<file path="src/bsc_pkg.sv">
// Package: shared types, codes and constants for the barometric compensation block.
`timescale 1ns / 1ps
package bsc_pkg;

    localparam int SLOT_COUNT = 11;
    localparam int OSS_WIDTH  = 2;
    localparam logic [OSS_WIDTH-1:0] OSS_RESET = 2'd2;

    typedef enum logic [1:0] {
        ACT_LOAD  = 2'd0,
        ACT_TEMP  = 2'd1,
        ACT_PRESS = 2'd2,
        ACT_NONE  = 2'd3
    } t_action;

    // calibration slots
    localparam logic [3:0] SLOT_AC1 = 4'd0;
    localparam logic [3:0] SLOT_AC2 = 4'd1;
    localparam logic [3:0] SLOT_AC3 = 4'd2;
    localparam logic [3:0] SLOT_AC4 = 4'd3;
    localparam logic [3:0] SLOT_AC5 = 4'd4;
    localparam logic [3:0] SLOT_AC6 = 4'd5;
    localparam logic [3:0] SLOT_B1  = 4'd6;
    localparam logic [3:0] SLOT_B2  = 4'd7;
    localparam logic [3:0] SLOT_MC  = 4'd9;
    localparam logic [3:0] SLOT_MD  = 4'd10;

    // serial arithmetic unit commands
    typedef enum logic [1:0] {
        OP_MUL  = 2'd0,
        OP_UDIV = 2'd1,
        OP_SDIV = 2'd2
    } t_op;

    typedef struct packed {
        logic        start;
        t_op         op;
        logic [31:0] a;
        logic [31:0] b;
    } t_alu_req;

    typedef struct packed {
        logic        done;
        logic [31:0] res;
    } t_alu_rsp;

    typedef enum logic [4:0] {
        S_IDLE, S_T0, S_T1, S_T2, S_T3,
        S_P0, S_P1, S_P2, S_P3, S_P4, S_P5, S_P6, S_P7, S_P8,
        S_P9, S_P10, S_P11, S_P12, S_P13, S_P14,
        S_OUT
    } t_state;

    function automatic logic [31:0] sx16(input logic [15:0] v);
        return {{16{v[15]}}, v};
    endfunction

    function automatic logic [31:0] asr32(input logic [31:0] v, input logic [4:0] n);
        return 32'($signed(v) >>> n);
    endfunction

endpackage

</file>
<file path="src/bsc_alu.sv">
// Shared bit-serial unit: 32-bit wrapping multiply and restoring divide, one bit per cycle.
`timescale 1ns / 1ps
module bsc_alu
    import bsc_pkg::*;
(
    input  logic     i_clk,
    input  logic     i_rst_n,
    input  t_alu_req i_req,
    output t_alu_rsp o_rsp
);

    logic        r_busy, n_busy;
    logic [5:0]  r_cnt, n_cnt;
    t_op         r_op, n_op;
    logic [31:0] r_acc, n_acc;   // product or remainder
    logic [31:0] r_a, n_a;       // multiplicand shifted left, or dividend shifted out
    logic [31:0] r_b, n_b;       // multiplier shifted right, or divisor magnitude
    logic [31:0] r_q, n_q;       // quotient
    logic        r_neg, n_neg;
    logic        r_done, n_done;
    logic [32:0] w_trial;
    logic [31:0] w_rem;

    always_comb begin
        w_rem   = {r_acc[30:0], r_a[31]};
        w_trial = {1'b0, w_rem} - {1'b0, r_b};
    end

    // step one bit per cycle
    always_comb begin
        n_busy = r_busy; n_cnt = r_cnt; n_op = r_op; n_acc = r_acc;
        n_a = r_a; n_b = r_b; n_q = r_q; n_neg = r_neg; n_done = 1'b0;
        if (i_req.start) begin
            n_busy = 1'b1;
            n_cnt  = 6'd0;
            n_op   = i_req.op;
            n_acc  = '0;
            n_q    = '0;
            n_neg  = 1'b0;
            n_a    = i_req.a;
            n_b    = i_req.b;
            if (i_req.op == OP_SDIV) begin
                n_neg = i_req.a[31] ^ i_req.b[31];
                n_a   = i_req.a[31] ? 32'(-i_req.a) : i_req.a;
                n_b   = i_req.b[31] ? 32'(-i_req.b) : i_req.b;
            end
        end else if (r_busy) begin
            if (r_op == OP_MUL) begin
                if (r_b[0]) n_acc = r_acc + r_a;
                n_a = {r_a[30:0], 1'b0};
                n_b = {1'b0, r_b[31:1]};
            end else begin
                n_a = {r_a[30:0], 1'b0};
                if (!w_trial[32]) begin
                    n_acc = w_trial[31:0];
                    n_q   = {r_q[30:0], 1'b1};
                end else begin
                    n_acc = w_rem;
                    n_q   = {r_q[30:0], 1'b0};
                end
            end
            n_cnt = r_cnt + 6'd1;
            if (r_cnt == 6'd31) begin
                n_busy = 1'b0;
                n_done = 1'b1;
            end
        end
    end

    always_ff @(posedge i_clk) begin
        if (!i_rst_n) begin
            r_busy <= 1'b0;
            r_done <= 1'b0;
        end else begin
            r_busy <= n_busy;
            r_done <= n_done;
        end
        r_cnt <= n_cnt; r_op <= n_op; r_acc <= n_acc; r_a <= n_a;
        r_b <= n_b; r_q <= n_q; r_neg <= n_neg;
    end

    always_comb begin
        o_rsp.done = r_done;
        case (r_op)
            OP_MUL:  o_rsp.res = r_acc;
            OP_SDIV: o_rsp.res = r_neg ? 32'(-r_q) : r_q;
            default: o_rsp.res = r_q;
        endcase
    end

    // done pulses one cycle only
    a_done_pulse: assert property (@(posedge i_clk) disable iff (!i_rst_n)
        r_done |=> !r_done) else $error("alu done held");
    a_done_after_busy: assert property (@(posedge i_clk) disable iff (!i_rst_n)
        n_done |-> r_busy) else $error("alu done without work");
    a_cnt_busy: assert property (@(posedge i_clk) disable iff (!i_rst_n)
        r_busy && !i_req.start && r_cnt != 6'd31 |=> r_busy)
        else $error("alu stopped early");

endmodule

</file>
<file path="src/baro_sensor_compensation.sv">
// Top level: calibration table, sequencer and shared serial multiply/divide unit.
//
// Usage:
//   Input channel i_valid / o_stall carries one item: action, coeff_index,
//   coeff_value, raw_value. Output channel o_valid / i_stall returns one item
//   per accepted item with action 0..2 (action 3 is dropped silently).
//   Configuration port i_cfg_valid / o_cfg_ready writes the 2-bit
//   oversampling setting; it is always ready.
// Sequencing:
//   A load result is valid in the cycle after the item is taken. A temperature
//   item uses one multiply and one divide; a pressure item uses ten
//   multiplies and one divide. Each multiply or divide runs through the
//   shared bit-serial unit, which sets the rate.
//   One item is worked on at a time; o_stall is high while an item is in
//   progress and while its result waits.
// Reset:
//   i_rst_n low (synchronous) clears the table, b5, the sequencer and
//   sets oversampling to 2.
// Stall:
//   A result waits in the output register while i_stall is high; no new
//   item is taken until it leaves.
`timescale 1ns / 1ps
module baro_sensor_compensation
    import bsc_pkg::*;
(
    input  logic        i_clk,
    input  logic        i_rst_n,
    input  logic        i_valid,
    output logic        o_stall,
    input  logic [1:0]  i_action,
    input  logic [3:0]  i_coeff_index,
    input  logic [15:0] i_coeff_value,
    input  logic [23:0] i_raw_value,
    output logic        o_valid,
    input  logic        i_stall,
    output logic [1:0]  o_result_kind,
    output logic signed [31:0] o_result_value,
    output logic        o_divide_error,
    input  logic        i_cfg_valid,
    output logic        o_cfg_ready,
    input  logic [1:0]  i_cfg_data
);

    logic [15:0] r_cal [SLOT_COUNT];
    logic [31:0] r_b5, n_b5;
    logic [OSS_WIDTH-1:0] r_oss;
    t_state      r_state, n_state;
    logic [1:0]  r_kind, n_kind;
    logic [23:0] r_raw, n_raw;
    logic [31:0] r_x1, n_x1, r_x2, n_x2, r_x3, n_x3, r_b6, n_b6, r_sq, n_sq;
    logic [31:0] r_b3, n_b3, r_b4, n_b4, r_p, n_p;
    logic        r_ovalid, n_ovalid;
    logic [31:0] r_oval, n_oval;
    logic        r_oerr, n_oerr;
    logic        r_wait, n_wait;
    t_alu_req    w_req;
    t_alu_rsp    w_rsp;
    logic        w_accept;
    logic [31:0] w_up, w_b7;
    logic [15:0] w_c50k;

    assign o_cfg_ready = 1'b1;
    assign o_stall  = (r_state != S_IDLE) || r_ovalid;
    assign w_accept = i_valid && !o_stall;

    bsc_alu u_alu (.i_clk(i_clk), .i_rst_n(i_rst_n), .i_req(w_req), .o_rsp(w_rsp));

    // hold oversampling setting and calibration table
    always_ff @(posedge i_clk) begin
        if (!i_rst_n) begin
            r_oss <= OSS_RESET;
            for (int k = 0; k < SLOT_COUNT; k++) r_cal[k] <= '0;
        end else begin
            if (i_cfg_valid) r_oss <= i_cfg_data;
            if (w_accept && i_action == ACT_LOAD && i_coeff_index < 4'(SLOT_COUNT))
                r_cal[i_coeff_index] <= i_coeff_value;
        end
    end

    always_comb begin
        w_up   = 32'({8'd0, r_raw} >> (4'd8 - {2'b0, r_oss}));
        w_c50k = 16'(16'd50000 >> r_oss);
        w_b7   = r_x3; // b7 is left in x3 by the sequencer
    end

    // sequencer: each step issues one serial op or a narrow update
    always_comb begin
        n_state = r_state; n_kind = r_kind; n_raw = r_raw;
        n_x1 = r_x1; n_x2 = r_x2; n_x3 = r_x3; n_b6 = r_b6; n_sq = r_sq;
        n_b3 = r_b3; n_b4 = r_b4; n_p = r_p; n_b5 = r_b5;
        n_ovalid = r_ovalid; n_oval = r_oval; n_oerr = r_oerr; n_wait = 1'b0;
        w_req = '{start: 1'b0, op: OP_MUL, a: '0, b: '0};
        if (r_ovalid && !i_stall) n_ovalid = 1'b0;
        case (r_state)
            S_IDLE: begin
                if (w_accept) begin
                    n_kind = i_action;
                    n_raw  = i_raw_value;
                    case (t_action'(i_action))
                        ACT_LOAD: begin
                            n_ovalid = 1'b1; n_oval = '0; n_oerr = 1'b0;
                        end
                        ACT_TEMP:  n_state = S_T0;
                        ACT_PRESS: n_state = S_P0;
                        default:   n_state = S_IDLE;
                    endcase
                end
            end
            // x1 = (ut - ac6) * ac5 >> 15
            S_T0: begin
                w_req = '{start: 1'b1, op: OP_MUL,
                          a: {16'd0, r_raw[15:0]} - {16'd0, r_cal[SLOT_AC6]},
                          b: {16'd0, r_cal[SLOT_AC5]}};
                n_state = S_T1;
            end
            S_T1: if (w_rsp.done) begin
                n_x1 = asr32(w_rsp.res, 5'd15);
                n_x3 = asr32(w_rsp.res, 5'd15) + sx16(r_cal[SLOT_MD]);
                n_state = S_T2;
            end
            S_T2: begin
                if (r_x3 == '0) begin
                    n_ovalid = 1'b1; n_oval = '0; n_oerr = 1'b1; n_state = S_IDLE;
                end else begin
                    w_req = '{start: 1'b1, op: OP_SDIV,
                              a: sx16(r_cal[SLOT_MC]) << 11, b: r_x3};
                    n_state = S_T3;
                end
            end
            S_T3: if (w_rsp.done) begin
                n_b5 = r_x1 + w_rsp.res;
                n_ovalid = 1'b1; n_oerr = 1'b0;
                n_oval = asr32(r_x1 + w_rsp.res + 32'd8, 5'd4);
                n_state = S_IDLE;
            end
            // b6 and b6*b6
            S_P0: begin
                n_b6 = r_b5 - 32'd4000;
                w_req = '{start: 1'b1, op: OP_MUL, a: r_b5 - 32'd4000, b: r_b5 - 32'd4000};
                n_state = S_P1;
            end
            S_P1: if (w_rsp.done) begin
                n_sq = asr32(w_rsp.res, 5'd12);
                w_req = '{start: 1'b1, op: OP_MUL, a: sx16(r_cal[SLOT_B2]),
                          b: asr32(w_rsp.res, 5'd12)};
                n_state = S_P2;
            end
            S_P2: if (w_rsp.done) begin
                n_x1 = asr32(w_rsp.res, 5'd11);
                w_req = '{start: 1'b1, op: OP_MUL, a: sx16(r_cal[SLOT_AC2]), b: r_b6};
                n_state = S_P3;
            end
            S_P3: if (w_rsp.done) begin
                n_b3 = asr32((((sx16(r_cal[SLOT_AC1]) << 2) + r_x1 +
                       asr32(w_rsp.res, 5'd11)) << r_oss) + 32'd2, 5'd2);
                w_req = '{start: 1'b1, op: OP_MUL, a: sx16(r_cal[SLOT_AC3]), b: r_b6};
                n_state = S_P4;
            end
            S_P4: if (w_rsp.done) begin
                n_x1 = asr32(w_rsp.res, 5'd13);
                w_req = '{start: 1'b1, op: OP_MUL, a: sx16(r_cal[SLOT_B1]), b: r_sq};
                n_state = S_P5;
            end
            S_P5: if (w_rsp.done) begin
                n_x3 = asr32(r_x1 + asr32(w_rsp.res, 5'd16) + 32'd2, 5'd2);
                n_state = S_P6;
            end
            S_P6: begin
                w_req = '{start: 1'b1, op: OP_MUL, a: {16'd0, r_cal[SLOT_AC4]},
                          b: r_x3 + 32'd32768};
                n_state = S_P7;
            end
            S_P7: if (w_rsp.done) begin
                n_b4 = w_rsp.res >> 15;
                w_req = '{start: 1'b1, op: OP_MUL, a: w_up - r_b3, b: {16'd0, w_c50k}};
                n_state = S_P8;
            end
            S_P8: if (w_rsp.done) begin
                n_x3 = w_rsp.res;
                n_state = S_P9;
            end
            S_P9: begin
                if (r_b4 == '0) begin
                    n_ovalid = 1'b1; n_oval = '0; n_oerr = 1'b1; n_state = S_IDLE;
                end else begin
                    w_req = '{start: 1'b1, op: OP_UDIV,
                              a: w_b7[31] ? w_b7 : {w_b7[30:0], 1'b0}, b: r_b4};
                    n_state = S_P10;
                end
            end
            S_P10: if (w_rsp.done) begin
                n_p = w_b7[31] ? {w_rsp.res[30:0], 1'b0} : w_rsp.res;
                w_req = '{start: 1'b1, op: OP_MUL,
                          a: asr32(w_b7[31] ? {w_rsp.res[30:0], 1'b0} : w_rsp.res, 5'd8),
                          b: asr32(w_b7[31] ? {w_rsp.res[30:0], 1'b0} : w_rsp.res, 5'd8)};
                n_state = S_P11;
            end
            S_P11: if (w_rsp.done) begin
                w_req = '{start: 1'b1, op: OP_MUL, a: w_rsp.res, b: 32'd3038};
                n_state = S_P12;
            end
            S_P12: if (w_rsp.done) begin
                n_x1 = asr32(w_rsp.res, 5'd16);
                w_req = '{start: 1'b1, op: OP_MUL, a: 32'(-32'sd7357), b: r_p};
                n_state = S_P13;
            end
            S_P13: if (w_rsp.done) begin
                n_x2 = asr32(w_rsp.res, 5'd16);
                n_state = S_P14;
            end
            S_P14: begin
                n_ovalid = 1'b1; n_oerr = 1'b0;
                n_oval = r_p + asr32(r_x1 + r_x2 + 32'd3791, 5'd4);
                n_state = S_IDLE;
            end
            default: n_state = S_IDLE;
        endcase
        if (r_state == S_OUT) n_state = S_IDLE;
    end

    always_ff @(posedge i_clk) begin
        if (!i_rst_n) begin
            r_state  <= S_IDLE;
            r_ovalid <= 1'b0;
            r_b5     <= '0;
            r_wait   <= 1'b0;
        end else begin
            r_state  <= n_state;
            r_ovalid <= n_ovalid;
            r_b5     <= n_b5;
            r_wait   <= n_wait;
        end
        r_kind <= n_kind; r_raw <= n_raw; r_x1 <= n_x1; r_x2 <= n_x2; r_x3 <= n_x3;
        r_b6 <= n_b6; r_sq <= n_sq; r_b3 <= n_b3; r_b4 <= n_b4; r_p <= n_p;
        r_oval <= n_oval; r_oerr <= n_oerr;
    end

    assign o_valid        = r_ovalid;
    assign o_result_kind  = r_kind;
    assign o_result_value = $signed(r_oval);
    assign o_divide_error = r_oerr & ~r_wait;

    a_no_accept_busy: assert property (@(posedge i_clk) disable iff (!i_rst_n)
        r_state != S_IDLE |-> !w_accept) else $error("item taken while busy");
    a_result_in_idle: assert property (@(posedge i_clk) disable iff (!i_rst_n)
        $rose(r_ovalid) |-> r_state == S_IDLE) else $error("result outside idle");
    a_err_zero: assert property (@(posedge i_clk) disable iff (!i_rst_n)
        r_ovalid && r_oerr |-> r_oval == '0) else $error("error with value");

endmodule
</file>
<file path="config.mk">
export PLATFORM = sky130hd
export DESIGN_NAME = baro_sensor_compensation
export DESIGN_NICKNAME = d
export VERILOG_FILES = /design/src/bsc_pkg.sv /design/src/bsc_alu.sv /design/src/baro_sensor_compensation.sv
export SDC_FILE = /design/constraint.sdc
export NUM_CORES = 2
export LEC_CHECK = 0
export ABC_CLOCK_PERIOD_IN_PS = 7400
export BUFFER_PORTS_ARGS = -buffer_cell sky130_fd_sc_hd__buf_2
export CAP_MARGIN = 0
export CORE_MARGIN = 8
export CORE_UTILIZATION = 51
export CTS_CLUSTER_DIAMETER = 120
export CTS_CLUSTER_SIZE = 20
export DETAILED_ROUTE_END_ITERATION = 10
export HOLD_SLACK_MARGIN = 0.12
export PLACE_DENSITY = 0.66
export SKIP_CTS_REPAIR_TIMING = 1
export SKIP_LAST_GASP = 1
export SYNTH_ARGS = -nofsm -noshare
export SYNTH_HDL_FRONTEND = slang
export SYNTH_SLANG_ARGS = --single-unit
</file>
<file path="constraint.sdc">
create_clock -name i_clk -period 7.4 [get_ports i_clk]
set_input_delay 0.74 -clock i_clk [delete_from_list [all_inputs] [get_ports i_clk]]
set_output_delay 0.74 -clock i_clk [all_outputs]
set_load 0.01 [all_outputs]
</file>
## Word-level counts from Yosys, hierarchy flattened

Memory sizes are Yosys's and may differ from the RTL's.
Index checks and enable logic that the tools add are counted.

| operators by class | value |
|---|---|
| $add $sub $neg | 22 |
| order comparisons | 1 |
| eq/ne operators | 44 |
| shifts and indexed selects | 3 |
| mux-type cells | 85 |
| bitwise gates (word level) | 4 |
| reductions and logical operators | 35 |

Operators by type and width:

| cell | number |
|---|---|
| 67-bit case mux with 13 select lines | 1 |
| 32-bit two-way mux | 27 |
| 67-bit two-way mux | 10 |
| 32-bit adder | 7 |
| 32-bit case mux with 5 select lines | 1 |
| 32-bit case mux with 4 select lines | 1 |
| 32-bit negator | 3 |
| 32-bit case mux with 3 select lines | 1 |
| 5-bit case mux with 19 select lines | 1 |
| 5-bit two-way mux | 14 |
| 32-bit by 2-bit adder with 32-bit output (second input constant) | 2 |
| 32-bit logical NOT | 2 |
| 32-bit case mux with 2 select lines | 1 |
| 5-bit by 4-bit == test with 1-bit output (second input constant) | 8 |
| 32-bit by 32-bit subtractor with 33-bit output | 1 |
| 32-bit by 12-bit adder with 32-bit output (second input constant) | 1 |
| 32-bit by 16-bit adder with 32-bit output (second input constant) | 1 |
| 32-bit by 4-bit adder with 32-bit output (second input constant) | 1 |
| 32-bit by 2-bit left shift with 32-bit output | 1 |
| 24-bit by 4-bit right shift with 32-bit output | 1 |
| 32-bit by 12-bit subtractor with 32-bit output (second input constant) | 1 |
| 32-bit subtractor | 1 |
| 2-bit by 1-bit != test with 1-bit output (second input constant) | 14 |
| 5-bit == test (second input constant) | 5 |
| other kinds (38) | 88 |

| word-level totals | value |
|---|---|
| register bits | 449 |
| memory bits (writable) | 176 |
| bits of input ports | 53 |
| logic and storage cells | 221 |
| memories kept | 1 |

Memories:

| name | depth | width | read ports | clocked after Yosys merged registers in | wr ports | line | text |
|---|---|---|---|---|---|---|---|
| r_cal | 11 | 16 | 10 | 0 | 11 | baro_sensor_compensation.sv:44 | `logic [15:0] r_cal [SLOT_COUNT];` |

## Longest topological paths before layout

| depth | value |
|---|---|
| word-level depth | 11 |
| gate-level depth with buffers | 27 |

## Hierarchy

A second synthesis with hierarchy kept.

| unflattened totals | value |
|---|---|
| cells, all modules | 5075 |
| area total of the unflattened synthesis | 45035.7 um^2 |

By module, submodules not included:

| module | times used | cells each | area an instance (um^2) |
|---|---|---|---|
| baro_sensor_compensation | 1 | 3532 | 33365.8 |
| bsc_alu | 1 | 1543 | 11669.9 |

## Least setup slack after synthesis

No wires, ideal clock.

| timing path | value |
|---|---|
| kind | reg2reg |
| start point | reg u_alu.r_q[0] |
| end point | reg r_b3[23] (data pin) |
| arrival | 6305 ps |
| required time | 7121 ps |
| slack | 816 ps |
| stages on the path, launching flop included | 24 |
| clock period less this slack | 6584 ps |
| cell sequence | dfxtp_1 > clkbuf_1 > inv_1 > ha_1 > or4b_4 > or3_1 > buf_6 > o21ai_0 > a221o_1 > inv_1 > fa_1 > inv_1 > ha_1 > nor2b_1 > o31a_1 > a31oi_1 > a21boi_0 > o21a_1 > o31ai_1 > nand2_1 > a2111oi_0 > nand3_1 > nor4_1 > mux2i_1 |

RTL lines:

| what | line | text |
|---|---|---|
| from (decl) | bsc_alu.sv:18 | `logic [31:0] r_q, n_q;` |
| from (signal assigned) | bsc_alu.sv:79 | `r_b <= n_b; r_q <= n_q; r_neg <= n_neg;` |
| to (signal assigned) | baro_sensor_compensation.sv:234 | `r_b6 <= n_b6; r_sq <= n_sq; r_b3 <= n_b3; r_b4 <= n_b4; r_p <= n_p;` |
| to (decl) | baro_sensor_compensation.sv:51 | `logic [31:0] r_b3, n_b3, r_b4, n_b4, r_p, n_p;` |

## Worst setup path in the final report

| timing path | value |
|---|---|
| start point | reg r_x1[2] |
| end point | reg r_oval[30], in the netlist o_result_value[30] (data pin) |

| between the ends | value |
|---|---|
| cells in the longest elaborated chain, start to end | 4 |
| elaborated cells on any way between the ends | 7 |
| classes of those cells | add/sub (5); mux (2) |

Ends and longest elaborated chain:

| what | line | text |
|---|---|---|
| from (decl) | baro_sensor_compensation.sv:50 | `logic [31:0] r_x1, n_x1, r_x2, n_x2, r_x3, n_x3, r_b6, n_b6, r_sq, n_sq;` |
| from (signal assigned) | baro_sensor_compensation.sv:233 | `r_kind <= n_kind; r_raw <= n_raw; r_x1 <= n_x1; r_x2 <= n_x2; r_x3 <= n_x3;` |
| 32-bit adder (on tied branches) | baro_sensor_compensation.sv:213, baro_sensor_compensation.sv:133 |  |
| 32-bit by 12-bit adder with 32-bit output / 32-bit by 4-bit adder with 32-bit output (equally long branches) | baro_sensor_compensation.sv:213, baro_sensor_compensation.sv:133 |  |
| 32-bit adder / 32-bit two-way mux (equally long branches) | baro_sensor_compensation.sv:213, baro_sensor_compensation.sv:130 |  |
| 32-bit case mux with 5 select lines * | baro_sensor_compensation.sv:94 | `case (r_state)` |
| named net n_oval[30] | baro_sensor_compensation.sv:53 | `logic [31:0] r_oval, n_oval;` |
| to (signal assigned) | baro_sensor_compensation.sv:235 | `r_oval <= n_oval; r_oerr <= n_oerr;` |
| to (decl) | baro_sensor_compensation.sv:53 |  |

Mark *: on every way through the listed nets, which the timed path passes. The rest lies on a longest branch. The select of a mux whose other input is x is not followed.
A chain may end at the register's enable or synchronous reset.

==> results.toml <==
[worst_hold_path]
holdPathStages = 1
worstHoldStart = "i_raw_value[19]"
holdCritPathClass = "input port to flop"

[clocking]
insertion_delay_ns = 0.63
cts_tree = "yes"
htreeDepth = 2
cts_made_buffers = 38
cts_root_buf = "clkbuf_16"
cts_max_path_buffers = 3
cts.clk_slew.worst_paths_ns = 0.09
clock-sinks = 598

[drt]
met3_length_mm = 20.6
dr.max_layer_used = "met5"
wl_met1_mm = 71.2
drc = 0
met2WireLength_mm = 74.5
drtIter0Drc = 6421
vias = 41805
route.final.wire_length_mm = 179
drtAntennaViolNets = 0
drt_first_pass_iters = 8
wl_per_cell_um = 28.9
drt-vias-per-instance = 6.72

[sta]
maxSlewViolCount = 0
holdWs_ns = 0.298
max_freq_mhz = 140
tightest_slew_ns = 1.36
rsz0062_at_grt = "no"
fin_tns_setup_ns = 0
slew_headroom_pct = 8.81
post-route-period-util_pct = 96.3
timing.final.ws_setup_ns = 0.275
setup_viol = 0
fin_skew_ns = 0.0483
final_hold_viol_count = 0
fin_crit_ns = 7.12

[yosys]
syn_area_um2 = 44800
synth_ff_type = "edfxtp_1"
synth.distinct_cells = 107
yosys_warnings = 0
synthesis.instances = 5009
synth.avg_cell_area_um2 = 8.95
seq_area_frac_synth_pct = 37.2
async_reset_ff_share_pct = 0
synth-seq-cells = 598
synth_edf_count = 470

[worst_setup_path]
rr_worst_depth = 24
cp-end-kind = "flop"
arrival_ns = 7.49
cp-start-kind = "flop"
critPathMaxStageDelay_ns = 0.69
crit_fanout = 12
crit_chain = "inv_1 -> ha_1 -> inv_1 -> ha_1 -> nand2b_1 -> o21ai_0 -> a41oi_1 -> nor4b_1 -> o31a_1 -> a211oi_1 -> a21oi_2 -> nor2_1 -> xor2_1 -> ha_1 -> and3_1 -> nand3_1 -> a211oi_1 -> nor3_1 -> o41a_1 -> o21ai_0 -> nor4_1 -> a21oi_1 -> xor2_1 -> a21o_1"
crit_start = "r_x1[2]"
cpMostUsedCell = "ha_1"
worst_ep_required_time_ns = 7.76
regToRegStartpoint = "r_x1[2]"
crit_type = "flop to flop"
cpMaxStageDelayCell = "edfxtp_1"

[run_status]
outcome = "finished, final reports clean"

[die]
dieWidth_um = 312
ios = 91
num_rows = 108
initial_core_util_pct = 51.6
fp.dieArea_um2 = 97600
die_h_um = 312
core-area_um2 = 86900

[cells_and_area]
postLayoutCoreUtil_pct = 55.4
drive_above_1_share_pct = 8.00
finalNetCount = 5412
area_growth_pct = 7.33

[global_route]
grt_pass1_wl_mm = 258
grt_pass1_vias = 38325
grt_max_degree = 63
track_usage_pct = 35.0
grt-ovfl-total = 0
antenna_found_initial = 9

[placed_design]
place_hpwl_mm = 134
gp_congestion = 1.06
place_ws_ns = 0.418
io_buffers = 89

[pwr]
power_density_nw_per_um2 = 358
peakVddDrop_uv = 380
total_leakage_power_uw = 0.0191

[run]
maxCapViolCount = 0
synthesized netlist by cell type (all sizes together) (37+ instances only):
cell	count	area (µm²)
xnor2	151	1320
or3	47	294
a21oi	334	1680
dfxtp	128	2560
nor2b	47	294
o22ai	59	369
o211ai	65	493
nand3	123	621
nand4	52	332
a31oi	59	369
nor4	55	365
mux2i	86	861
nand2	480	1800
ha	299	3740
clkbuf	204	766
and3	55	344
xor2	128	1120
a21o	85	638
a22oi	68	510
buf	48	221
nand2b	64	400
a211oi	83	638
a21boi	37	278
nor2	437	1640
inv	286	1070
edfxtp	470	14100
o21ai	315	1580
and2	56	350
a221oi	46	403
nor3	99	512
cell type report:
class                      instances  area (µm²)
clock buffer                      62        1070
tap                             1155        1450
antenna                            4        10.0
sequential                       598       16700
timing repair buffer             232        1540
multi-input combinational       3871       26200
clock inverter                     7        81.3
fill                            7899       38800
inverter                         291        1090
worst max-delay path, delay by kind of cell, from the launching register on:
family | cells | cell delay (ns)
simple gates | 7 | 1.44
flops | 1 | 0.69
compound gates | 10 | 3.41
xor+xnor | 2 | 0.25
buf+inv | 2 | 0.14
fa+ha+maj | 3 | 0.92
metal layers:
layer  track usage, %  vias up
met3             9.58      615
met5                0        -
met2             51.8     2513
met1             46.0    19895
li1                 -    18772
met4             19.9       10
registers in the layout, indices dropped and copies added (netlist names), 2 cells and up:
signal,flops
r_oss,2
u_alu.r_cnt,6
r_b6,32
r_p,32
u_alu.r_op,2
u_alu.r_a,32
r_state,5
r_raw,24
r_x3,32
o_result_value,32
r_sq,20
r_b3,30
o_result_kind,2
r_b5,32
u_alu.r_acc,32
r_x1,21
r_x2,16
u_alu.r_b,32
r_cal,160
r_b4,17
u_alu.r_q,32
kinds of logic after synthesis:
logic type / share of synthesized area, %
and+or+nand+nor: 17.8
AOI/OAI and AO/OA: 22.3
DFF: 37.2
buffers and inverters: 4.65
adders and majority gates: 9.62
xor gates and xnor gates: 5.45
muxes: 2.88
other: 0.0168
path summary, 6_finish.rpt:
path                             end  slack [ns]
hold / removal             r_raw[19]        0.30
setup / recovery  o_result_value[30]        0.28
setup reg to reg  o_result_value[30]        0.28
hold reg to reg             r_b5[30]        0.50
stage by stage:
stage	cells	cell area, µm²	total power (µW)
2_1_floorplan	5012	44800	11300
3_3_place_gp	6147	46900	14500
3_5_place_dp	6147	46900	14600
4_1_cts	6216	48100	16900
5_1_grt	6218	48100	18000
6_report	6220	48100	17200
layout by cell type (no fill, tap or decap), types with 52 or more instances in the layout:
| master | n |
|---|---|
| nand3_1 | 122 |
| o22ai_1 | 59 |
| a21o_1 | 85 |
| edfxtp_1 | 470 |
| a21oi_1 | 331 |
| ha_1 | 299 |
| a22oi_1 | 68 |
| a211oi_1 | 80 |
| buf_2 | 89 |
| dfxtp_1 | 127 |
| nor4_1 | 52 |
| nor2_1 | 431 |
| a31oi_1 | 58 |
| o21ai_0 | 311 |
| mux2i_1 | 85 |
| nand2_1 | 480 |
| inv_1 | 277 |
| and2_1 | 53 |
| and3_1 | 55 |
| xnor2_1 | 151 |
| nor3_1 | 96 |
| nand2b_1 | 64 |
| o211ai_1 | 64 |
| xor2_1 | 128 |
| buf_4 | 141 |
report_power, final:
part           leakage, µW  switching (µW)  internal (µW)  total (µW)
clock             0.000553            1300           1020        2320
combinational       0.0130            6660           3460       10100
sequential         0.00551             379           4390        4770
total               0.0191            8340           8870       17200
No activity file was read; power rests on OpenSTA's default activity.
